**config.mk**
```make
export PLATFORM = sky130hd
export DESIGN_NAME = pixel_alpha_blender_top
export DESIGN_NICKNAME = d
export VERILOG_FILES = /design/src/sv/pab_pkg.sv /design/src/sv/pixel_alpha_blender_top.sv /design/src/sv/pab_weight.sv /design/src/sv/pab_mult.sv /design/src/sv/pab_out.sv
export SDC_FILE = /design/constraint.sdc
export NUM_CORES = 1
export LEC_CHECK = 0
export CORE_UTILIZATION = 50
export CTS_CLUSTER_DIAMETER = 60
export DETAILED_ROUTE_END_ITERATION = 16
export DONT_BUFFER_PORTS = 1
export PLACE_DENSITY_LB_ADDON = 0.12
export REMOVE_ABC_BUFFERS = 1
export SLEW_MARGIN = 20
export SYNTH_ARGS = -nofsm -noshare
export SYNTH_HDL_FRONTEND = slang
export SYNTH_SLANG_ARGS = --single-unit
```
**constraint.sdc**
```tcl
create_clock -name aclk -period 6.7 [get_ports aclk]
set_input_delay 1.34 -clock aclk [delete_from_list [all_inputs] [get_ports aclk]]
set_output_delay 1.34 -clock aclk [all_outputs]
set_load 0.02 [all_outputs]
```
**src/sv/pab_pkg.sv**
```systemverilog
package pab_pkg;

    // register indexes on the configuration port
    localparam logic [2:0] REG_BLEND_MODE  = 3'd0;
    localparam logic [2:0] REG_TINT_RED    = 3'd1;
    localparam logic [2:0] REG_TINT_GREEN  = 3'd2;
    localparam logic [2:0] REG_TINT_BLUE   = 3'd3;
    localparam logic [2:0] REG_LAYER_ALPHA = 3'd4;

    // blend mode codes, 5..7 pass the destination through
    localparam logic [2:0] MODE_PREMULT        = 3'd0;
    localparam logic [2:0] MODE_PREMULT_OPAQUE = 3'd1;
    localparam logic [2:0] MODE_TINT           = 3'd2;
    localparam logic [2:0] MODE_TINT_OPAQUE    = 3'd3;
    localparam logic [2:0] MODE_STRAIGHT       = 3'd4;

    // lane order inside the operand words
    localparam int CH_RED   = 0;
    localparam int CH_GREEN = 1;
    localparam int CH_BLUE  = 2;
    localparam int CH_ALPHA = 3;

    localparam logic [8:0] WEIGHT_ONE = 9'd256;
    localparam logic [7:0] ALPHA_FULL = 8'd255;

    typedef struct packed {
        logic [7:0] src_red;
        logic [7:0] src_green;
        logic [7:0] src_blue;
        logic [7:0] src_alpha;
        logic [7:0] dst_red;
        logic [7:0] dst_green;
        logic [7:0] dst_blue;
        logic [7:0] dst_alpha;
        logic       last_in;
    } in_pix_t;

    typedef struct packed {
        logic [7:0] out_red;
        logic [7:0] out_green;
        logic [7:0] out_blue;
        logic [7:0] out_alpha;
        logic       last_out;
    } out_pix_t;

    typedef struct packed {
        logic [2:0] blend_mode;
        logic [7:0] tint_red;
        logic [7:0] tint_green;
        logic [7:0] tint_blue;
        logic [8:0] layer_alpha;
    } cfg_t;

    // one channel: base + floor(wt * x / 256)
    typedef struct packed {
        logic [7:0]        base;
        logic [8:0]        wt;
        logic signed [8:0] x;
    } lane_t;

    typedef struct packed {
        lane_t [3:0] lane;
        logic        last;
    } ops_t;

    // one channel after the multiply, product kept modulo 2^16
    typedef struct packed {
        logic [7:0]  base;
        logic [15:0] prod;
    } prod_lane_t;

    typedef struct packed {
        prod_lane_t [3:0] lane;
        logic             last;
    } prods_t;

endpackage

```
**src/sv/pixel_alpha_blender_top.sv**
```systemverilog
// throughput: one pixel per cycle while m_ready does not stall the four-stage pipeline
// (weight, operand select, multiply, add and output register)
// reset: synchronous active-low aresetn empties all stages and loads
// blend_mode 0, tint colour 0 and layer_alpha 256
module pixel_alpha_blender_top (
    input  logic              aclk,
    input  logic              aresetn,
    input  logic              s_valid,
    output logic              s_ready,
    input  pab_pkg::in_pix_t  s_data,
    output logic              m_valid,
    input  logic              m_ready,
    output pab_pkg::out_pix_t m_data,
    input  logic              cfg_valid,
    output logic              cfg_ready,
    input  logic [2:0]        cfg_index,
    input  logic [8:0]        cfg_data
);
    import pab_pkg::*;

    cfg_t   cfg_reg;
    cfg_t   cfg_next;
    logic   ops_valid;
    logic   ops_ready;
    ops_t   ops;
    logic   prods_valid;
    logic   prods_ready;
    prods_t prods;

    assign cfg_ready = 1'b1;

    // register decode, unknown indexes are dropped
    always_comb begin
        cfg_next = cfg_reg;
        if (cfg_valid) begin
            unique case (cfg_index)
                REG_BLEND_MODE:  cfg_next.blend_mode  = cfg_data[2:0];
                REG_TINT_RED:    cfg_next.tint_red    = cfg_data[7:0];
                REG_TINT_GREEN:  cfg_next.tint_green  = cfg_data[7:0];
                REG_TINT_BLUE:   cfg_next.tint_blue   = cfg_data[7:0];
                REG_LAYER_ALPHA: cfg_next.layer_alpha = cfg_data;
                default:         cfg_next = cfg_reg;
            endcase
        end
    end

    always_ff @(posedge aclk) begin
        if (!aresetn) begin
            cfg_reg.blend_mode  <= MODE_PREMULT;
            cfg_reg.tint_red    <= '0;
            cfg_reg.tint_green  <= '0;
            cfg_reg.tint_blue   <= '0;
            cfg_reg.layer_alpha <= WEIGHT_ONE;
        end else begin
            cfg_reg <= cfg_next;
        end
    end

    pab_weight u_weight (
        .aclk      (aclk),
        .aresetn   (aresetn),
        .cfg       (cfg_reg),
        .in_valid  (s_valid),
        .in_ready  (s_ready),
        .in_pix    (s_data),
        .out_valid (ops_valid),
        .out_ready (ops_ready),
        .out_ops   (ops)
    );

    pab_mult u_mult (
        .aclk      (aclk),
        .aresetn   (aresetn),
        .in_valid  (ops_valid),
        .in_ready  (ops_ready),
        .in_ops    (ops),
        .out_valid (prods_valid),
        .out_ready (prods_ready),
        .out_prods (prods)
    );

    pab_out u_out (
        .aclk      (aclk),
        .aresetn   (aresetn),
        .in_valid  (prods_valid),
        .in_ready  (prods_ready),
        .in_prods  (prods),
        .out_valid (m_valid),
        .out_ready (m_ready),
        .out_pix   (m_data)
    );

endmodule

```
**src/sv/pab_weight.sv**
```systemverilog
module pab_weight (
    input  logic              aclk,
    input  logic              aresetn,
    input  pab_pkg::cfg_t     cfg,
    input  logic              in_valid,
    output logic              in_ready,
    input  pab_pkg::in_pix_t  in_pix,
    output logic              out_valid,
    input  logic              out_ready,
    output pab_pkg::ops_t     out_ops
);
    import pab_pkg::*;

    logic        a_valid_reg;
    in_pix_t     a_pix_reg;
    logic [8:0]  a_w_reg;
    logic [15:0] a_p_reg;
    logic [8:0]  a_w_next;
    logic [15:0] a_p_next;

    logic        b_valid_reg;
    ops_t        b_ops_reg;
    ops_t        b_ops_next;

    logic        en_a;
    logic        en_b;

    logic [8:0]  k;
    logic [24:0] scaled_sum;
    logic [8:0]  m;
    logic [7:0]  src [4];
    logic [7:0]  dst [4];
    logic [7:0]  tint [3];

    // stage advance, a stage moves when it is empty or the next one moves
    assign en_b      = !b_valid_reg || out_ready;
    assign en_a      = !a_valid_reg || en_b;
    assign in_ready  = en_a;
    assign out_valid = b_valid_reg;
    assign out_ops   = b_ops_reg;

    // widened source alpha and source alpha times layer alpha
    assign a_w_next = {1'b0, in_pix.src_alpha} + {8'd0, in_pix.src_alpha[7]};
    assign a_p_next = in_pix.src_alpha * cfg.layer_alpha[7:0];

    always_ff @(posedge aclk) begin
        if (!aresetn) begin
            a_valid_reg <= 1'b0;
            b_valid_reg <= 1'b0;
        end else begin
            if (en_a) a_valid_reg <= in_valid;
            if (en_b) b_valid_reg <= a_valid_reg;
        end
    end

    always_ff @(posedge aclk) begin
        if (en_a && in_valid) begin
            a_pix_reg <= in_pix;
            a_w_reg   <= a_w_next;
            a_p_reg   <= a_p_next;
        end
        if (en_b && a_valid_reg) begin
            b_ops_reg <= b_ops_next;
        end
    end

    // layer-scaled weight: (p * 0x102) >> 16, always below 256
    assign scaled_sum = {1'b0, a_p_reg, 8'd0} + {8'd0, a_p_reg, 1'b0};
    assign m = cfg.layer_alpha[8] ? a_w_reg : {1'b0, scaled_sum[23:16]};
    assign k = WEIGHT_ONE - a_w_reg;

    assign src[CH_RED]   = a_pix_reg.src_red;
    assign src[CH_GREEN] = a_pix_reg.src_green;
    assign src[CH_BLUE]  = a_pix_reg.src_blue;
    assign src[CH_ALPHA] = a_pix_reg.src_alpha;
    assign dst[CH_RED]   = a_pix_reg.dst_red;
    assign dst[CH_GREEN] = a_pix_reg.dst_green;
    assign dst[CH_BLUE]  = a_pix_reg.dst_blue;
    assign dst[CH_ALPHA] = a_pix_reg.dst_alpha;
    assign tint[CH_RED]   = cfg.tint_red;
    assign tint[CH_GREEN] = cfg.tint_green;
    assign tint[CH_BLUE]  = cfg.tint_blue;

    // operand select per mode
    always_comb begin
        b_ops_next      = '0;
        b_ops_next.last = a_pix_reg.last_in;
        for (int i = 0; i < 3; i++) begin
            case (cfg.blend_mode) inside
                MODE_PREMULT, MODE_PREMULT_OPAQUE: begin
                    b_ops_next.lane[i].base = src[i];
                    b_ops_next.lane[i].wt   = k;
                    b_ops_next.lane[i].x    = $signed({1'b0, dst[i]});
                end
                MODE_TINT, MODE_TINT_OPAQUE: begin
                    b_ops_next.lane[i].base = dst[i];
                    b_ops_next.lane[i].wt   = a_w_reg;
                    b_ops_next.lane[i].x    = $signed({1'b0, tint[i]})
                                              - $signed({1'b0, dst[i]});
                end
                MODE_STRAIGHT: begin
                    b_ops_next.lane[i].base = dst[i];
                    b_ops_next.lane[i].wt   = m;
                    b_ops_next.lane[i].x    = $signed({1'b0, src[i]})
                                              - $signed({1'b0, dst[i]});
                end
                default: begin
                    b_ops_next.lane[i].base = dst[i];
                    b_ops_next.lane[i].wt   = '0;
                    b_ops_next.lane[i].x    = '0;
                end
            endcase
        end
        // alpha lane: source-over in modes 0 and 2, opaque in 1, 3 and 4, destination in 5..7
        case (cfg.blend_mode) inside
            MODE_PREMULT, MODE_TINT: begin
                b_ops_next.lane[CH_ALPHA].base = src[CH_ALPHA];
                b_ops_next.lane[CH_ALPHA].wt   = k;
                b_ops_next.lane[CH_ALPHA].x    = $signed({1'b0, dst[CH_ALPHA]});
            end
            MODE_PREMULT_OPAQUE, MODE_TINT_OPAQUE, MODE_STRAIGHT: begin
                b_ops_next.lane[CH_ALPHA].base = ALPHA_FULL;
                b_ops_next.lane[CH_ALPHA].wt   = '0;
                b_ops_next.lane[CH_ALPHA].x    = '0;
            end
            default: begin
                b_ops_next.lane[CH_ALPHA].base = dst[CH_ALPHA];
                b_ops_next.lane[CH_ALPHA].wt   = '0;
                b_ops_next.lane[CH_ALPHA].x    = '0;
            end
        endcase
    end

endmodule

```
**src/sv/pab_mult.sv**
```systemverilog
module pab_mult (
    input  logic            aclk,
    input  logic            aresetn,
    input  logic            in_valid,
    output logic            in_ready,
    input  pab_pkg::ops_t   in_ops,
    output logic            out_valid,
    input  logic            out_ready,
    output pab_pkg::prods_t out_prods
);
    import pab_pkg::*;

    logic   valid_reg;
    prods_t prods_reg;
    prods_t prods_next;
    logic   en;
    logic signed [18:0] full [4];

    assign en        = !valid_reg || out_ready;
    assign in_ready  = en;
    assign out_valid = valid_reg;
    assign out_prods = prods_reg;

    // weight times signed operand x, one multiplier per lane
    always_comb begin
        prods_next      = '0;
        prods_next.last = in_ops.last;
        for (int i = 0; i < 4; i++) begin
            full[i] = $signed({1'b0, in_ops.lane[i].wt}) * in_ops.lane[i].x;
            prods_next.lane[i].base = in_ops.lane[i].base;
            prods_next.lane[i].prod = full[i][15:0];
        end
    end

    always_ff @(posedge aclk) begin
        if (!aresetn) begin
            valid_reg <= 1'b0;
        end else if (en) begin
            valid_reg <= in_valid;
        end
    end

    always_ff @(posedge aclk) begin
        if (en && in_valid) begin
            prods_reg <= prods_next;
        end
    end

endmodule

```
**src/sv/pab_out.sv**
```systemverilog
module pab_out (
    input  logic              aclk,
    input  logic              aresetn,
    input  logic              in_valid,
    output logic              in_ready,
    input  pab_pkg::prods_t   in_prods,
    output logic              out_valid,
    input  logic              out_ready,
    output pab_pkg::out_pix_t out_pix
);
    import pab_pkg::*;

    logic     valid_reg;
    out_pix_t pix_reg;
    out_pix_t pix_next;
    logic     en;
    logic [7:0] sum [4];

    assign en        = !valid_reg || out_ready;
    assign in_ready  = en;
    assign out_valid = valid_reg;
    assign out_pix   = pix_reg;

    // base plus floor(prod / 256), wrapped to a byte
    always_comb begin
        for (int i = 0; i < 4; i++) begin
            sum[i] = in_prods.lane[i].base + in_prods.lane[i].prod[15:8];
        end
        pix_next.out_red   = sum[CH_RED];
        pix_next.out_green = sum[CH_GREEN];
        pix_next.out_blue  = sum[CH_BLUE];
        pix_next.out_alpha = sum[CH_ALPHA];
        pix_next.last_out  = in_prods.last;
    end

    always_ff @(posedge aclk) begin
        if (!aresetn) begin
            valid_reg <= 1'b0;
        end else if (en) begin
            valid_reg <= in_valid;
        end
    end

    always_ff @(posedge aclk) begin
        if (en && in_valid) begin
            pix_reg <= pix_next;
        end
    end

endmodule

```
==> impl_results.rst <==
.. list-table::
   :header-rows: 1

   * - Metric
     - Value
   * - Worst Path Arrival
     - 5.85 ns
   * - Maximum clock insertion buffer count
     - 3
   * - Seq/Total Area, Yosys
     - 0.3545
   * - Largest register FFs
     - 86
   * - Portion of total power attributed to the clock network
     - 0.290
   * - First-pass GRT wire length
     - 91890 um
   * - Total net switching power
     - 2.656 mW
   * - Worst setup SP type
     - flip-flop
   * - Final-report hold violation count
     - 0
   * - Post-synth design cell area
     - 25470 um2
   * - Maximum Capacitance Violations
     - 0
   * - Summed area of non-filler cells in the final layout
     - 27640 um2
   * - Antenna diode count
     - 0
   * - Global-route usage over all layers
     - 0.2320
   * - Worst-case headroom to the max-slew limit
     - 0.3235
   * - Static leakage
     - 12.29 nW
   * - Number of cells produced by synthesis
     - 2393
   * - Top flip-flop cell by instance count after synthesis
     - sky130_fd_sc_hd__edfxtp_1
   * - DP Wirelength
     - 43760 um
   * - Yosys warns
     - 0
   * - DRC viols
     - 0
   * - Floorplan die height
     - 227.7 um
   * - Total wirelength of the detailed-routed design
     - 57390 um
   * - Starting utilization of the core area
     - 0.5076
   * - Average detailed-routed wire length per instance
     - 18.59 um
   * - Clock Pin Slew Worst Setup and Hold Paths
     - 0.06 ns
   * - Clock root buffer
     - sky130_fd_sc_hd__clkbuf_16
   * - Post-cts sizing count
     - 0
   * - Final setup vio count
     - 0
   * - Drt pass-1 iters
     - 5
   * - Post-route ant nets
     - 0
   * - Required time at the worst-slack endpoint
     - 7.00 ns
   * - Buffers added on ports
     - 0
   * - Die area
     - 51840 um2
   * - Count of pins over their slew limit
     - 0
   * - Via count normalized by instance count
     - 5.338
   * - Slew at the pin with the worst max-slew slack
     - 1.014 ns
   * - Commonest non-fill, non-tap cell in the layout
     - sky130_fd_sc_hd__inv_1
   * - Critical path type
     - flip-flop to flip-flop
   * - Ys async rst share
     - 0
   * - Floorplan core area
     - 50170 um2
   * - Total power
     - 7.884 mW
   * - Worst clock skew on the final layout
     - 0.02170 ns
   * - Area growth from synthesis to layout
     - 8.525%
   * - Setup_tns
     - 0 ns
   * - Unique cell type count in the Yosys netlist
     - 69
   * - Most frequent cells in the layout
     - 353 x sky130_fd_sc_hd__inv_1, 274 x sky130_fd_sc_hd__edfxtp_1, 272 x sky130_fd_sc_hd__nand2_1
   * - Number of setup buffers added after CTS
     - 0
   * - Depth of the CTS H-tree
     - 2
   * - Clock latency at the later pin of the worst-skew pair
     - 0.57 ns
   * - Part of the cycle the worst path needs
     - 0.8286
   * - Vias in the first global route
     - 17040
   * - Total vias in the final route
     - 16480
   * - Number of buffers created by CTS
     - 41
   * - Combinational Power Share
     - 0.376
   * - Clock period minus final worst setup slack
     - 5.552 ns
   * - Register bit count reported by yosys
     - 314
   * - Avg Inst Size Synth
     - 10.64 um2
   * - Maximum number of pins on one net before global-route repair
     - 66
   * - GRT overflow
     - 0
   * - Die Wd
     - 227.7 um
   * - Power density over the cells
     - 285.3 nW/um2
   * - Unrepaired setup endpoints after global routing
     - false
   * - Count of hold-fix buffers inserted at cts
     - 0
   * - Cell Rows
     - 82
   * - Clock sink total
     - 314
   * - Instance area after placement
     - 26200 um2
   * - Run status
     - finished, final reports clean
   * - Maximum clock rate
     - 180.1 MHz
   * - Number of antenna violations at the first check in global routing
     - 0
   * - Final Net Count
     - 2961
   * - Fraction of power spent switching nets
     - 0.3369
   * - Peak supply drop
     - 0.2150 mV
   * - Hold Crit Class
     - flip-flop to flip-flop
   * - Clock tree from TritonCTS
     - done
   * - Cell-internal power
     - 5.228 mW
   * - Last weighted congestion value of the routability-driven placer
     - 0.8697
   * - Count of flip-flops with a built-in enable after synthesis
     - 274
   * - Fraction of final layout cells with drive strength greater than 1
     - 0.04843
   * - Initial DRC Count
     - 953
   * - Nature of the critical path endpoint
     - flip-flop
   * - Maximum fanout along the worst path
     - 16
   * - Boundary pin count
     - 118
   * - Sequential fraction of design power
     - 0.334
==> worst paths after layout <==
kind,endpoint,from,slack [ns],cells past startpoint
worst min register to register,u_out.out_pix[0],u_mult.out_prods[0],0.42,0
worst max-delay path,u_mult.out_prods[64],u_weight.out_ops[69],1.15,18
worst min-delay path,u_out.out_pix[0],u_mult.out_prods[0],0.42,0
worst max register to register,u_mult.out_prods[64],u_weight.out_ops[69],1.15,18
==> synth_stat cells (4+ instances only) <==
cell type	number	area, um2
sky130_fd_sc_hd__nand2b_1	24	150.1
sky130_fd_sc_hd__o211ai_1	6	45.04
sky130_fd_sc_hd__o21bai_1	12	90.09
sky130_fd_sc_hd__a221o_1	9	90.09
sky130_fd_sc_hd__a21boi_0	34	255.2
sky130_fd_sc_hd__o31a_1	6	52.55
sky130_fd_sc_hd__mux2_2	4	45.04
sky130_fd_sc_hd__clkbuf_1	61	229.0
sky130_fd_sc_hd__a22oi_1	10	75.07
sky130_fd_sc_hd__nand2_1	272	1021
sky130_fd_sc_hd__nor2b_1	45	281.5
sky130_fd_sc_hd__mux2i_1	9	90.09
sky130_fd_sc_hd__xor2_1	31	271.5
sky130_fd_sc_hd__and2_1	211	1320
sky130_fd_sc_hd__a31oi_1	7	43.79
sky130_fd_sc_hd__o22a_1	8	70.07
sky130_fd_sc_hd__xnor2_1	99	867.1
sky130_fd_sc_hd__nand4_1	6	37.54
sky130_fd_sc_hd__ha_1	262	3278
sky130_fd_sc_hd__and3_1	10	62.56
sky130_fd_sc_hd__o21a_1	14	105.1
sky130_fd_sc_hd__o21ai_0	57	285.3
sky130_fd_sc_hd__a21o_1	22	165.2
sky130_fd_sc_hd__nor2_1	73	274.0
sky130_fd_sc_hd__nand3b_1	4	30.03
sky130_fd_sc_hd__o31ai_1	4	30.03
sky130_fd_sc_hd__fa_1	234	4684
sky130_fd_sc_hd__nor3_1	18	90.09
sky130_fd_sc_hd__edfxtp_1	274	8228
sky130_fd_sc_hd__dfxtp_1	40	800.8
sky130_fd_sc_hd__a31o_2	4	35.03
sky130_fd_sc_hd__a21oi_1	88	440.4
sky130_fd_sc_hd__o21ai_1	4	20.02
sky130_fd_sc_hd__o22ai_1	10	62.56
sky130_fd_sc_hd__inv_1	353	1325
sky130_fd_sc_hd__nand3_1	13	65.06
==> stage by stage <==
step / setup WS [ns] / hold slack, ns / instances / util
after CTS: 1.144 / 0.4201 / 3088 / 0.5509
after global routing: 0.8688 / 0.4251 / 3088 / 0.5509
after global placement: 1.251 / 0.4026 / 3012 / 0.5222
after detailed placement: 1.163 / 0.4045 / 3012 / 0.5222
after floorplan: -0.04213 / 0.4003 / 2322 / -
final: 1.148 / 0.4171 / 3088 / 0.5509
==> power by group through the flow <==
| stage | Sequential [mW] | Combinational [mW] | Clock (mW) |
|---|---|---|---|
| after floorplan | 2.61 | 2.33 | 0 |
| after global placement | 2.67 | 2.90 | 0 |
| after detailed placement | 2.67 | 2.99 | 0 |
| after CTS | 2.64 | 3.01 | 2.35 |
| after global routing | 2.65 | 3.43 | 2.42 |
| final | 2.63 | 2.96 | 2.29 |
==> cell families (layout without fill, tap and decap cells) <==
group,after synthesis,count (layout),share of synthesized area
muxes,15,15,0.006338
other,1,1,0.0001473
adders and majority gates,496,496,0.3127
DFF,314,314,0.3545
xor gates and xnor gates,130,130,0.04471
buffers and inverters,426,449,0.06333
AOI/OAI and AO/OA,319,319,0.08249
and+or+nand+nor,692,692,0.1358
==> metal layers <==
metal  up-vias  track usage  part of all wire
li1       7877            -                 -
met1      8152       0.3219              0.46
met2       360       0.3673              0.45
met3        95      0.04062             0.052
met4         0      0.07989             0.031
met5         -            0                 0
==> worst max-delay path, cell delays in order, from the launching register on <==
cell	delay [ns]
sky130_fd_sc_hd__edfxtp_1	0.68
sky130_fd_sc_hd__buf_4	0.31
sky130_fd_sc_hd__nand2_1	0.10
sky130_fd_sc_hd__fa_1	0.57
sky130_fd_sc_hd__inv_1	0.06
sky130_fd_sc_hd__fa_1	0.50
sky130_fd_sc_hd__inv_1	0.06
sky130_fd_sc_hd__fa_1	0.53
sky130_fd_sc_hd__inv_1	0.05
sky130_fd_sc_hd__fa_1	0.39
sky130_fd_sc_hd__fa_1	0.49
sky130_fd_sc_hd__ha_1	0.23
sky130_fd_sc_hd__nor3_1	0.22
sky130_fd_sc_hd__o311ai_1	0.17
sky130_fd_sc_hd__a31oi_1	0.35
sky130_fd_sc_hd__o21ai_1	0.18
sky130_fd_sc_hd__o21a_1	0.21
sky130_fd_sc_hd__nor2_1	0.12
sky130_fd_sc_hd__xnor2_1	0.07
==> layout make-up <==
class,count,area (um2)
fillers,4307,22530
multi-input cells,1653,14860
clock inverters,32,367.9
well taps,672,840.8
inverters,355,1333
flip-flops and latches,314,9029
clock buffers,44,1069
repair buffers,18,135.1
(Power assumes the default switching activity.)
